==> src/rtl/clni_pkg.sv <==
package clni_pkg;

    localparam int unsigned QUEUE_DEPTH_DEFAULT = 256;
    localparam int unsigned WAIT_W              = 16;
    localparam int unsigned CFG_INDEX_W         = 3;
    localparam int unsigned CFG_DATA_W          = 16;
    localparam int unsigned FLAGS_W             = 4;

    localparam logic [WAIT_W-1:0]  POWER_UP_WAIT_RST    = 16'd50000;
    localparam logic [WAIT_W-1:0]  INIT_NIBBLE_WAIT_RST = 16'd6000;
    localparam logic [WAIT_W-1:0]  INIT_FINAL_WAIT_RST  = 16'd150;
    localparam logic [WAIT_W-1:0]  SHORT_WAIT_RST       = 16'd50;
    localparam logic [WAIT_W-1:0]  LONG_CMD_WAIT_RST    = 16'd1400;
    localparam logic [FLAGS_W-1:0] FUNCTION_FLAGS_RST   = 4'd8;

    localparam logic [3:0] NIBBLE_WAKE   = 4'h3;
    localparam logic [3:0] NIBBLE_4BIT   = 4'h2;
    localparam logic [3:0] CMD_FUNC_HIGH = 4'h2;
    localparam logic [7:0] CMD_DISPLAY   = 8'h0C;
    localparam logic [7:0] CMD_CLEAR     = 8'h01;
    localparam logic [7:0] CMD_ENTRY     = 8'h06;

    localparam logic [1:0] INIT_REPEATS_LAST = 2'd3;
    localparam logic [1:0] INIT_CMD_LAST     = 2'd3;

    typedef enum logic
    {
        OP_TICK    = 1'b0,
        OP_ENQUEUE = 1'b1
    } opcode_t;

    typedef enum logic [CFG_INDEX_W-1:0]
    {
        CFG_POWER_UP_WAIT    = 3'd0,
        CFG_INIT_NIBBLE_WAIT = 3'd1,
        CFG_INIT_FINAL_WAIT  = 3'd2,
        CFG_SHORT_WAIT       = 3'd3,
        CFG_LONG_CMD_WAIT    = 3'd4,
        CFG_FUNCTION_FLAGS   = 3'd5
    } cfg_index_t;

    typedef enum logic [6:0]
    {
        PH_PWR      = 7'b000_0001,
        PH_NIB_WAIT = 7'b000_0010,
        PH_NIB_HI   = 7'b000_0100,
        PH_CMD_GAP  = 7'b000_1000,
        PH_CMD_SEND = 7'b001_0000,
        PH_Q_WAIT   = 7'b010_0000,
        PH_Q_SEND   = 7'b100_0000
    } phase_t;

    typedef struct packed
    {
        logic       long_wait;
        logic       is_data;
        logic [7:0] value;
    } entry_t;

    typedef struct packed
    {
        logic [WAIT_W-1:0]  power_up_wait;
        logic [WAIT_W-1:0]  init_nibble_wait;
        logic [WAIT_W-1:0]  init_final_wait;
        logic [WAIT_W-1:0]  short_wait;
        logic [WAIT_W-1:0]  long_cmd_wait;
        logic [FLAGS_W-1:0] function_flags;
    } cfg_t;

    typedef struct packed
    {
        logic empty;
        logic full;
        logic full_next;
    } fifo_status_t;

    typedef struct packed
    {
        logic       reg_select;
        logic       enable_pin;
        logic [3:0] data_nibble;
        logic       init_done;
        logic       pop;
    } seq_out_t;

    function automatic entry_t init_command(input logic [1:0] idx,
                                            input logic [FLAGS_W-1:0] flags);
        entry_t cmd;
        cmd = '0;
        unique case (idx)
            2'd0:
            begin
                cmd.value = {CMD_FUNC_HIGH, flags};
            end
            2'd1:
            begin
                cmd.value = CMD_DISPLAY;
            end
            2'd2:
            begin
                cmd.value     = CMD_CLEAR;
                cmd.long_wait = 1'b1;
            end
            default:
            begin
                cmd.value = CMD_ENTRY;
            end
        endcase
        return cmd;
    endfunction

endpackage

==> src/rtl/clni_cfg.sv <==
module clni_cfg
    import clni_pkg::*;
(
    input  logic                   clk,
    input  logic                   rst_n,
    input  logic                   cfg_write,
    input  logic [CFG_INDEX_W-1:0] cfg_index,
    input  logic [CFG_DATA_W-1:0]  cfg_data,
    output cfg_t                   cfg
);

    cfg_t cfg_reg;
    cfg_t cfg_next;

    always_comb
    begin
        cfg_next = cfg_reg;
        if (cfg_write)
        begin
            unique case (cfg_index)
                CFG_POWER_UP_WAIT:    cfg_next.power_up_wait    = cfg_data;
                CFG_INIT_NIBBLE_WAIT: cfg_next.init_nibble_wait = cfg_data;
                CFG_INIT_FINAL_WAIT:  cfg_next.init_final_wait  = cfg_data;
                CFG_SHORT_WAIT:       cfg_next.short_wait       = cfg_data;
                CFG_LONG_CMD_WAIT:    cfg_next.long_cmd_wait    = cfg_data;
                CFG_FUNCTION_FLAGS:   cfg_next.function_flags   = cfg_data[FLAGS_W-1:0];
                default:              cfg_next = cfg_reg;
            endcase
        end
    end

    always_ff @(posedge clk or negedge rst_n)
    begin
        if (!rst_n)
        begin
            cfg_reg.power_up_wait    <= POWER_UP_WAIT_RST;
            cfg_reg.init_nibble_wait <= INIT_NIBBLE_WAIT_RST;
            cfg_reg.init_final_wait  <= INIT_FINAL_WAIT_RST;
            cfg_reg.short_wait       <= SHORT_WAIT_RST;
            cfg_reg.long_cmd_wait    <= LONG_CMD_WAIT_RST;
            cfg_reg.function_flags   <= FUNCTION_FLAGS_RST;
        end
        else
        begin
            cfg_reg <= cfg_next;
        end
    end

    assign cfg = cfg_reg;

endmodule

==> src/rtl/clni_fifo.sv <==
module clni_fifo
    import clni_pkg::*;
#(
    parameter int unsigned QUEUE_DEPTH = QUEUE_DEPTH_DEFAULT
)
(
    input  logic         clk,
    input  logic         rst_n,
    input  logic         push,
    input  entry_t       wdata,
    input  logic         pop,
    output entry_t       head,
    output fifo_status_t status
);

    localparam int unsigned AW = $clog2(QUEUE_DEPTH);
    localparam int unsigned CW = $clog2(QUEUE_DEPTH + 1);
    localparam logic [AW-1:0] PTR_LAST = AW'(QUEUE_DEPTH - 1);
    localparam logic [CW-1:0] COUNT_FULL = CW'(QUEUE_DEPTH);

    entry_t mem [QUEUE_DEPTH];

    logic [AW-1:0] rd_ptr_reg;
    logic [AW-1:0] rd_ptr_next;
    logic [AW-1:0] wr_ptr_reg;
    logic [AW-1:0] wr_ptr_next;
    logic [CW-1:0] count_reg;
    logic [CW-1:0] count_next;
    entry_t        head_reg;

    always_comb
    begin
        rd_ptr_next = rd_ptr_reg;
        wr_ptr_next = wr_ptr_reg;
        count_next  = count_reg;
        if (push)
        begin
            wr_ptr_next = (wr_ptr_reg == PTR_LAST) ? '0 : wr_ptr_reg + 1'b1;
            count_next  = count_reg + 1'b1;
        end
        else if (pop)
        begin
            rd_ptr_next = (rd_ptr_reg == PTR_LAST) ? '0 : rd_ptr_reg + 1'b1;
            count_next  = count_reg - 1'b1;
        end
    end

    always_ff @(posedge clk or negedge rst_n)
    begin
        if (!rst_n)
        begin
            rd_ptr_reg <= '0;
            wr_ptr_reg <= '0;
            count_reg  <= '0;
        end
        else
        begin
            rd_ptr_reg <= rd_ptr_next;
            wr_ptr_reg <= wr_ptr_next;
            count_reg  <= count_next;
        end
    end

    always_ff @(posedge clk)
    begin
        if (push)
        begin
            mem[wr_ptr_reg] <= wdata;
        end
    end

    // The head register always holds the entry at the next read pointer; a write
    // into an empty queue goes straight to it.
    always_ff @(posedge clk)
    begin
        if (push && (wr_ptr_reg == rd_ptr_next))
        begin
            head_reg <= wdata;
        end
        else
        begin
            head_reg <= mem[rd_ptr_next];
        end
    end

    assign head             = head_reg;
    assign status.empty     = (count_reg == '0);
    assign status.full      = (count_reg == COUNT_FULL);
    assign status.full_next = (count_next == COUNT_FULL);

endmodule

==> src/rtl/clni_seq.sv <==
module clni_seq
    import clni_pkg::*;
(
    input  logic     clk,
    input  logic     rst_n,
    input  logic     step,
    input  cfg_t     cfg,
    input  entry_t   head,
    input  logic     queue_empty,
    output seq_out_t result
);

    phase_t              phase_reg;
    phase_t              phase_next;
    logic [WAIT_W-1:0]   wait_reg;
    logic [WAIT_W-1:0]   wait_next;
    logic [1:0]          repeats_reg;
    logic [1:0]          repeats_next;
    logic [1:0]          cmd_idx_reg;
    logic [1:0]          cmd_idx_next;
    logic [1:0]          nib_step_reg;
    logic [1:0]          nib_step_next;
    entry_t              entry_reg;
    entry_t              entry_next;
    logic                rs_reg;
    logic                rs_next;
    logic                en_reg;
    logic                en_next;
    logic [3:0]          d_reg;
    logic [3:0]          d_next;
    logic                send_go;
    logic [1:0]          send_step;
    logic                send_last;
    logic                pop;

    assign send_last = (nib_step_reg == 2'd3);

    always_comb
    begin
        phase_next    = phase_reg;
        wait_next     = wait_reg;
        repeats_next  = repeats_reg;
        cmd_idx_next  = cmd_idx_reg;
        nib_step_next = nib_step_reg;
        entry_next    = entry_reg;
        rs_next       = rs_reg;
        en_next       = en_reg;
        d_next        = d_reg;
        send_go       = 1'b0;
        send_step     = nib_step_reg;
        pop           = 1'b0;

        if (step)
        begin
            unique case (phase_reg)
                PH_PWR, PH_NIB_WAIT:
                begin
                    if (wait_reg != '0)
                    begin
                        wait_next = wait_reg - 1'b1;
                        en_next   = 1'b0;
                    end
                    else
                    begin
                        rs_next    = 1'b0;
                        d_next     = (repeats_reg == INIT_REPEATS_LAST) ? NIBBLE_4BIT
                                                                        : NIBBLE_WAKE;
                        en_next    = 1'b1;
                        phase_next = PH_NIB_HI;
                    end
                end
                PH_NIB_HI:
                begin
                    en_next = 1'b0;
                    if (repeats_reg != INIT_REPEATS_LAST)
                    begin
                        repeats_next = repeats_reg + 1'b1;
                        wait_next    = (repeats_reg == 2'd2) ? cfg.init_final_wait
                                                             : cfg.init_nibble_wait;
                        phase_next   = PH_NIB_WAIT;
                    end
                    else
                    begin
                        wait_next    = cfg.short_wait;
                        cmd_idx_next = '0;
                        phase_next   = PH_CMD_GAP;
                    end
                end
                PH_CMD_GAP:
                begin
                    if (wait_reg != '0)
                    begin
                        wait_next = wait_reg - 1'b1;
                        en_next   = 1'b0;
                    end
                    else
                    begin
                        entry_next = init_command(cmd_idx_reg, cfg.function_flags);
                        send_go    = 1'b1;
                        send_step  = '0;
                        phase_next = PH_CMD_SEND;
                    end
                end
                PH_CMD_SEND:
                begin
                    send_go = 1'b1;
                    if (send_last)
                    begin
                        if (cmd_idx_reg == INIT_CMD_LAST)
                        begin
                            phase_next = PH_Q_WAIT;
                        end
                        else
                        begin
                            cmd_idx_next = cmd_idx_reg + 1'b1;
                            phase_next   = PH_CMD_GAP;
                        end
                    end
                end
                PH_Q_WAIT:
                begin
                    if (wait_reg != '0)
                    begin
                        wait_next = wait_reg - 1'b1;
                        en_next   = 1'b0;
                    end
                    else if (queue_empty)
                    begin
                        en_next = 1'b0;
                    end
                    else
                    begin
                        pop        = 1'b1;
                        entry_next = head;
                        send_go    = 1'b1;
                        send_step  = '0;
                        phase_next = PH_Q_SEND;
                    end
                end
                PH_Q_SEND:
                begin
                    send_go = 1'b1;
                    if (send_last)
                    begin
                        phase_next = PH_Q_WAIT;
                    end
                end
                default:
                begin
                    phase_next = PH_Q_WAIT;
                    wait_next  = '0;
                    en_next    = 1'b0;
                end
            endcase

            // Byte transfer: high nibble with an enable pulse, then the low nibble.
            if (send_go)
            begin
                unique case (send_step)
                    2'd0:
                    begin
                        rs_next       = entry_next.is_data;
                        d_next        = entry_next.value[7:4];
                        en_next       = 1'b1;
                        nib_step_next = 2'd1;
                    end
                    2'd1:
                    begin
                        en_next       = 1'b0;
                        nib_step_next = 2'd2;
                    end
                    2'd2:
                    begin
                        d_next        = entry_next.value[3:0];
                        en_next       = 1'b1;
                        nib_step_next = 2'd3;
                    end
                    default:
                    begin
                        en_next       = 1'b0;
                        nib_step_next = 2'd0;
                        wait_next     = entry_next.long_wait ? cfg.long_cmd_wait
                                                             : cfg.short_wait;
                    end
                endcase
            end
        end
    end

    always_ff @(posedge clk or negedge rst_n)
    begin
        if (!rst_n)
        begin
            phase_reg    <= PH_PWR;
            wait_reg     <= POWER_UP_WAIT_RST;
            repeats_reg  <= '0;
            cmd_idx_reg  <= '0;
            nib_step_reg <= '0;
            entry_reg    <= '0;
            rs_reg       <= 1'b0;
            en_reg       <= 1'b0;
            d_reg        <= '0;
        end
        else
        begin
            phase_reg    <= phase_next;
            wait_reg     <= wait_next;
            repeats_reg  <= repeats_next;
            cmd_idx_reg  <= cmd_idx_next;
            nib_step_reg <= nib_step_next;
            entry_reg    <= entry_next;
            rs_reg       <= rs_next;
            en_reg       <= en_next;
            d_reg        <= d_next;
        end
    end

    assign result.reg_select  = rs_next;
    assign result.enable_pin  = en_next;
    assign result.data_nibble = d_next;
    assign result.init_done   = (phase_next == PH_Q_WAIT) || (phase_next == PH_Q_SEND);
    assign result.pop         = pop;

endmodule

==> src/rtl/char_lcd_nibble_interface.sv <==
// Character LCD controller for the 4-bit bus (RS, EN, D4..D7).
// The input channel (in_valid, in_stall) carries one beat per item: a tick
// that advances the controller by one time unit and updates the pins, or an
// enqueue of a command or data byte into the internal queue.
// Every input beat yields exactly one output beat (out_valid, out_stall) with
// the pin levels, init_done, queue_full and enqueue_dropped after that item.
// Each item passes through one input register, then one result register.
// Throughput is one beat per cycle unless the receiver stalls; the queue memory
// takes one write and one registered read per cycle and so sets no lower rate.
// After reset the controller waits POWER_UP_WAIT_RST ticks, sends the 4-bit wakeup
// nibbles and the four init commands, and only then drains the queue.
// Queued bytes go out high nibble first, each followed by a short or long wait.
// An enqueue to a full queue is dropped and flagged in its result.
// When the receiver stalls, the result register holds and the input register
// fills; in_stall rises only once both are occupied.
// Configuration writes take effect the next time the affected wait is loaded; power_up_wait is never loaded.
module char_lcd_nibble_interface
    import clni_pkg::*;
#(
    parameter int unsigned QUEUE_DEPTH = QUEUE_DEPTH_DEFAULT
)
(
    input  logic                   clk,
    input  logic                   rst_n,
    input  logic                   in_valid,
    output logic                   in_stall,
    input  logic                   opcode,
    input  logic [7:0]             byte_value,
    input  logic                   is_data,
    input  logic                   long_wait,
    output logic                   out_valid,
    input  logic                   out_stall,
    output logic                   reg_select,
    output logic                   enable_pin,
    output logic [3:0]             data_nibble,
    output logic                   init_done,
    output logic                   queue_full,
    output logic                   enqueue_dropped,
    input  logic                   cfg_write,
    input  logic [CFG_INDEX_W-1:0] cfg_index,
    input  logic [CFG_DATA_W-1:0]  cfg_data
);

    cfg_t         cfg;
    fifo_status_t fifo_status;
    entry_t       fifo_head;
    entry_t       item_entry;
    seq_out_t     seq_result;

    logic       in_valid_reg;
    logic       in_valid_next;
    logic       opcode_reg;
    entry_t     entry_reg;

    logic       out_valid_reg;
    logic       out_valid_next;
    logic       rs_reg;
    logic       en_reg;
    logic [3:0] d_reg;
    logic       init_done_reg;
    logic       queue_full_reg;
    logic       dropped_reg;

    logic out_ready;
    logic fire;
    logic accept;
    logic is_enqueue;
    logic is_tick;
    logic push;
    logic drop;

    assign out_ready  = !out_valid_reg || !out_stall;
    assign fire       = in_valid_reg && out_ready;
    assign in_stall   = in_valid_reg && !out_ready;
    assign accept     = in_valid && !in_stall;
    assign is_enqueue = (opcode_reg == OP_ENQUEUE);
    assign is_tick    = (opcode_reg == OP_TICK);
    assign drop       = is_enqueue && fifo_status.full;
    assign push       = fire && is_enqueue && !fifo_status.full;

    assign item_entry.long_wait = long_wait;
    assign item_entry.is_data   = is_data;
    assign item_entry.value     = byte_value;

    clni_cfg u_cfg
    (
        .clk       (clk),
        .rst_n     (rst_n),
        .cfg_write (cfg_write),
        .cfg_index (cfg_index),
        .cfg_data  (cfg_data),
        .cfg       (cfg)
    );

    clni_fifo #(
        .QUEUE_DEPTH (QUEUE_DEPTH)
    ) u_fifo
    (
        .clk    (clk),
        .rst_n  (rst_n),
        .push   (push),
        .wdata  (entry_reg),
        .pop    (seq_result.pop),
        .head   (fifo_head),
        .status (fifo_status)
    );

    clni_seq u_seq
    (
        .clk         (clk),
        .rst_n       (rst_n),
        .step        (fire && is_tick),
        .cfg         (cfg),
        .head        (fifo_head),
        .queue_empty (fifo_status.empty),
        .result      (seq_result)
    );

    always_comb
    begin
        in_valid_next = in_valid_reg;
        if (accept)
        begin
            in_valid_next = 1'b1;
        end
        else if (fire)
        begin
            in_valid_next = 1'b0;
        end

        out_valid_next = out_valid_reg && out_stall;
        if (fire)
        begin
            out_valid_next = 1'b1;
        end
    end

    always_ff @(posedge clk or negedge rst_n)
    begin
        if (!rst_n)
        begin
            in_valid_reg   <= 1'b0;
            out_valid_reg  <= 1'b0;
            rs_reg         <= 1'b0;
            en_reg         <= 1'b0;
            d_reg          <= '0;
            init_done_reg  <= 1'b0;
            queue_full_reg <= 1'b0;
            dropped_reg    <= 1'b0;
        end
        else
        begin
            in_valid_reg  <= in_valid_next;
            out_valid_reg <= out_valid_next;
            if (fire)
            begin
                rs_reg         <= seq_result.reg_select;
                en_reg         <= seq_result.enable_pin;
                d_reg          <= seq_result.data_nibble;
                init_done_reg  <= seq_result.init_done;
                queue_full_reg <= fifo_status.full_next;
                dropped_reg    <= drop;
            end
        end
    end

    always_ff @(posedge clk)
    begin
        if (accept)
        begin
            opcode_reg <= opcode;
            entry_reg  <= item_entry;
        end
    end

    assign out_valid       = out_valid_reg;
    assign reg_select      = rs_reg;
    assign enable_pin      = en_reg;
    assign data_nibble     = d_reg;
    assign init_done       = init_done_reg;
    assign queue_full      = queue_full_reg;
    assign enqueue_dropped = dropped_reg;

    a_tick_never_drops: assert property (@(posedge clk) disable iff (!rst_n)
        fire && is_tick |=> !enqueue_dropped)
        else $error("tick result flagged as dropped enqueue");

    a_full_tracks_fifo: assert property (@(posedge clk) disable iff (!rst_n)
        fire |=> (queue_full == fifo_status.full))
        else $error("queue_full result disagrees with queue state");

    a_enable_one_tick: assert property (@(posedge clk) disable iff (!rst_n)
        fire && is_tick && enable_pin |=> !enable_pin)
        else $error("enable pulse lasted more than one tick");

    a_init_done_sticky: assert property (@(posedge clk) disable iff (!rst_n)
        init_done |=> init_done)
        else $error("init_done fell after being set");

endmodule
==> config.mk <==
export PLATFORM = sky130hd
export DESIGN_NAME = char_lcd_nibble_interface
export DESIGN_NICKNAME = d
export VERILOG_FILES = /design/src/rtl/clni_pkg.sv /design/src/rtl/clni_cfg.sv /design/src/rtl/clni_fifo.sv /design/src/rtl/clni_seq.sv /design/src/rtl/char_lcd_nibble_interface.sv
export SDC_FILE = /design/constraint.sdc
export NUM_CORES = 2
export LEC_CHECK = 0
export BUFFER_PORTS_ARGS = -buffer_cell sky130_fd_sc_hd__buf_2
export CORE_ASPECT_RATIO = 0.9
export CORE_UTILIZATION = 63
export DETAILED_ROUTE_END_ITERATION = 8
export GPL_ROUTABILITY_DRIVEN = 1
export GPL_TIMING_DRIVEN = 1
export MAX_ROUTING_LAYER = met4
export PLACE_DENSITY_LB_ADDON = 0.15
export SLEW_MARGIN = 20
export SYNTH_ARGS = -nofsm -noshare
export SYNTH_HDL_FRONTEND = slang
export SYNTH_SLANG_ARGS = --single-unit
==> constraint.sdc <==
create_clock -name clk -period 4.55 [get_ports clk]
set_input_delay 0.455 -clock clk [delete_from_list [all_inputs] [get_ports clk]]
set_output_delay 0.455 -clock clk [all_outputs]
set_load 0.1 [all_outputs]
==> After elaboration in Yosys (flattened, before gate mapping) <==
Memories as Yosys holds them, arrays and structs flattened. A register that Yosys moved wholly into a read port is not among the register bits.
Cells that the tools add are included.
{ "op_classes": {"eq_ne": 30, "n_reduce_logical": 34, "addsub": 7, "bitwise_logic": 1, "mux": 70} }
{ "op_table": {"columns": ["cell", "n"], "rows": [
  ["$mux 16", 6],
  ["$mux 7", 7],
  ["$pmux 16 s3", 1],
  ["$pmux 7 s6", 1],
  ["$mux 10", 4],
  ["$mux 8", 4],
  ["$mux 1", 24],
  ["$mux 4", 5],
  ["$pmux 10 s2", 1],
  ["$eq 9x9->1 const B", 2],
  ["$mux 9", 2],
  ["$pmux 6 s3", 1],
  ["$add 8x1->8 const B", 2],
  ["$eq 8x8->1 const B", 2],
  ["$reduce_bool 16->1", 1],
  ["$sub 16x1->16 const B", 1],
  ["$eq 7x6->1 const B", 2],
  ["$eq 7x7->1 const B", 2],
  ["$mux 2", 7],
  ["$eq 2x2->1 const B", 6],
  ["$reduce_and 2->1", 6],
  ["$add 9x1->9 const B", 1],
  ["$logic_not 9->1", 1],
  ["$sub 9x1->9 const B", 1],
  ["other kinds (29)", 52]
]} }
{ "word_totals": {"word_cells": 174, "regBits": 160, "n_memories": 1, "mem_bits_rw": 2560, "input_bits": 35} }
{ "mem_list": {"columns": ["memory", "words", "width", "read_ports", "rd_ports_with_merged_regs", "write_ports", "line_no", "text"], "rows": [
  ["u_fifo.mem", 256, 10, 1, 1, 1, "clni_fifo.sv:21", "entry_t mem [QUEUE_DEPTH];"]
]} }

==> Depth between registers and ports, before layout <==
{ "depth": {"word_depth": 10, "mapped_depth": 18, "ltp_nobuf": 13} }

==> Cells and area by module <==
Synthesis repeated with hierarchy kept, for this count alone.
{ "hier_totals": {"cells_unflattened": 5428, "hier_area_um2": 108201.3} }
{ "by_module_without_submodules": {"columns": ["mod", "area_per_inst_um2", "cells_each", "n_inst"], "rows": [
  ["clni_fifo", 100442.6, 4777, 1],
  ["clni_seq", 3693.5, 427, 1],
  ["clni_cfg", 3258.1, 182, 1],
  ["char_lcd_nibble_interface", 807.0, 42, 1]
]} }

==> Worst setup path after synthesis <==
No wires, ideal clock.
{ "synth_timing": {"kind": "reg-to-reg", "startpoint": "register entry_reg[0] (netlist bit)", "endpoint": "memory u_fifo.mem[0][0] (netlist bit), data pin", "arrival_ns": 3.228, "n_path_buf": 0, "synth_period_minus_slack_ns": 4.046, "path_stages_with_launch": 1, "path_slack_ns": 0.504, "required_time_ns": 3.733, "path_cell_list": "edfxtp_1"} }
{ "synth_rtl": {"columns": ["item", "line_no", "text"], "rows": [
  ["start: declaration", "char_lcd_nibble_interface.sv:53", "entry_t entry_reg;"],
  ["start signal: assignment", "char_lcd_nibble_interface.sv:172", "entry_reg <= item_entry;"],
  ["end: declaration", "clni_fifo.sv:21", null]
]} }
Straight into the memory's write port.

==> flow_summary.json <==
{
  "cp_data_arrival_time_ps": 5270,
  "final_max_slew_viol_count": 0,
  "worst-setup-path-type": "register to register",
  "firstDrtPassIters": 8,
  "final_area_sq_um": 121700,
  "clkLatencyLatePin_ps": 940,
  "ys_top_cells_by_area": "edfxtp_1 71%, mux4_2 14%, dfrtp_1 2.8%",
  "startpoint_types": "register",
  "detailedPlacementHpwl_mm": 188.0,
  "cts.sink_count": 2728,
  "dp.cells": 7649,
  "core_area_sq_um": 169600,
  "yosysMostFrequentCell": "edfxtp_1",
  "area_growth_pct": 12.56,
  "grt_start_max_net_pins": 257,
  "regArea_sq_um": 81150,
  "grt_pass1_wl_mm": 423.9,
  "yosys_warnings": 0,
  "initial_core_utilization": 0.6377,
  "track_usage": 0.3622,
  "grt_overflow_total": 0,
  "via_count": 58360,
  "fp.dieArea_sq_um": 173300,
  "timing.critical_path.cells": "buf_12 -> mux4_2 -> mux2i_1 -> a2111oi_0 -> a211oi_1 -> buf_4 -> a221oi_1 -> a211oi_2 -> nor2_1",
  "placement.io_buffers": 45,
  "dr.first_iter.drc_count": 9245,
  "setup-violations-final": 0,
  "final_layout_size_suffix_gt1_frac": 0.2782,
  "hold_viol": 0,
  "cts-htree-levels": 5,
  "count_of_standard_cell_rows": 143,
  "ys_ff_latch": 2728,
  "postPlaceCellArea_sq_um": 112900,
  "slowest_delay_ps": 850,
  "mappedNetlistNets": 5381,
  "route.detailed.drc": 2,
  "fp.dieH_microns": 395.1,
  "synth_edf_count": 2571,
  "critical_path_data_required_time_ps": 5320,
  "min_period_over_period": 0.9872,
  "grt_antenna_before_repair": 15,
  "list_of_most_frequent_post_synthesis_cells": "2571 x edfxtp_1, 668 x mux4_2, 354 x nor2_1",
  "path_clk_slew_ps": 60,
  "end_kind": "register",
  "synthArstFlopShare": 0.05462,
  "finalNonFillerCells": 8165,
  "avgSynthCellArea_sq_um": 20.30,
  "sum_of_routed_wire_length_over_all_layers_mm": 300.6,
  "cp_top_family": "compound AO/OA/AOI/OAI gates",
  "fp.dieW_microns": 438.8,
  "netlist-cell-type-count": 88,
  "design.portCount": 46,
  "syn-instance-count": 5327,
  "tritoncts": "yes",
  "cp_slowest_cell": "dfxtp_4",
  "power-per-cell-area_nw_per_um2": 431.6,
  "worst_clock_skew_ps": 54.99,
  "multi_input_comb_area_sq_um": 25500,
  "cts_max_path_buffers": 4,
  "tritoncts.num_buffers": 279,
  "period_minus_slack_ps": 4492,
  "worst_pin_slew_ps": 1281,
  "final_antenna_net_count": 0,
  "wl_per_cell_microns": 36.81,
  "max-slew-margin-rel": 0.1430,
  "gpl.final_weighted_congestion": 1.010,
  "failed_checks": "design-rule violations",
  "fmax_mhz": 222.6,
  "cp_num_cells": 9,
  "cts-resized-gates": 0,
  "n_fill_cell": 9819,
  "max_reg_flops": 2560,
  "layout.core_utilization": 0.7178,
  "max_cap_violations": 0,
  "route.detailed.vias_per_inst": 7.148,
  "synth-seq-area-share": 0.7501,
  "synth_area_leader_cell": "edfxtp_1",
  "cellLeakagePower_nw": 38.27,
  "ir_drop_uv": 374.5,
  "post_cts_setup_buffer_count": 0,
  "run_status": "complete, but fails checks",
  "unrepaired_setup_endpoints_after_global_routing": "false",
  "mappedNetlistArea_sq_um": 108200,
  "critical_path_buf_inv_count": 2,
  "nets": 5769,
  "setup-tns-final_ps": 0,
  "area_share_of_the_largest_cell_type_after_synthesis": 0.7138,
  "dominantRegCellSynth": "edfxtp_1",
  "hold_path.class": "input pin to async pin",
  "timing.critical_path.fanout_max": 45,
  "cts-root-buf": "clkbuf_16",
  "first_global_vias": 56430,
  "worst-r2r-cell-count": 9
}
-- cell type report --
class	instances	share of cell area
Timing Repair Buffer	416	0.03126
Sequential cell	2728	0.6665
Inverter	27	0.0008838
Tap cell	2247	0.02309
Clock inverter	111	0.007132
Multi-Input combinational cell	2263	0.2094
Clock buffer	358	0.06134
Antenna cell	15	0.0003083
-- kinds of logic after synthesis --
group                      synth area share
DFF                                  0.7501
muxes                                0.1637
and+or+nand+nor                     0.03566
AOI/OAI and AO/OA                   0.02957
buffers and inverters               0.01702
xor gates and xnor gates           0.001781
adders and majority gates          0.002198
-- worst reg2reg max path, cell delays in order, from the launching register on --
cell and delay (ps):
dfxtp_4 850, buf_12 390, mux4_2 400, mux2i_1 790
a2111oi_0 400, a211oi_1 740, buf_4 270, a221oi_1 180
a211oi_2 280, nor2_1 80
-- where the power goes --
part           total, mW  internal, mW  switching [mW]
Clock               21.5          12.3            9.21
Combinational       2.79         0.922            1.87
Sequential          28.2          27.9           0.333
-- repair_timing --
item | CTS | global route
hold buffers | 31 | 0
endpoints found under the setup margin | 0 | 4
hold endpoints to repair | 152 | 0
-- stage by stage --
| stage | hold slack, ps | setup slack, ps | power [mW] |
|---|---|---|---|
| after CTS | 141.8 | 91.27 | 52.58 |
| after global routing | 198.0 | 16.29 | 53.75 |
| final | 163.6 | 58.13 | 52.55 |
| after global placement | 453.4 | 90.90 | 31.34 |
| after floorplan | 159.4 | 504.3 | 30.48 |
| after detailed placement | 469.7 | 75.00 | 31.43 |
-- layer usage --
metal	vias to the layer above	share of wire	global-route usage
met5	-	0	-
met4	0	0.046	0.1463
met3	748	0.13	0.1027
met2	4273	0.45	0.5083
met1	30520	0.37	0.5081
li1	22830	-	-
-- final timing paths --
path	startpoint	endpoint	slack (ps)
max in group asynchronous	rst_n	u_fifo.wr_ptr_reg[2]$_DFFE_PN0P_	3360
min in group clk	cfg_index[1]	u_cfg.cfg[7]$_DFFE_PN1P_	260
max reg2reg	register	data_nibble[2]$_DFFE_PN0P_	60
max	register	data_nibble[2]$_DFFE_PN0P_	60
min reg2reg	queue_full$_DFFE_PN0P_	queue_full$_DFFE_PN0P_	480
min	rst_n	u_cfg.cfg[46]$_DFFE_PN0P_	160
-- layout by cell type (no fill, tap or decap), types with 26 or more instances in the layout --
master / count
clkinv_1: 53
mux2i_1: 163
nor2_1: 271
dlygate4sd3_1: 31
and3_1: 26
edfxtp_1: 2571
mux2_2: 89
nor2_2: 82
nor3_1: 40
mux4_2: 668
dfrtp_1: 121
o22ai_1: 39
a21oi_1: 63
buf_4: 283
a31oi_1: 26
buf_12: 55
nand2_1: 189
clkbuf_16: 287
nor2b_1: 28
clkinv_2: 37
dfstp_2: 28
clkbuf_1: 69
nand3_1: 76
o21ai_0: 76
a22oi_1: 56
buf_2: 44
No activity file was read; power rests on OpenSTA's default activity.
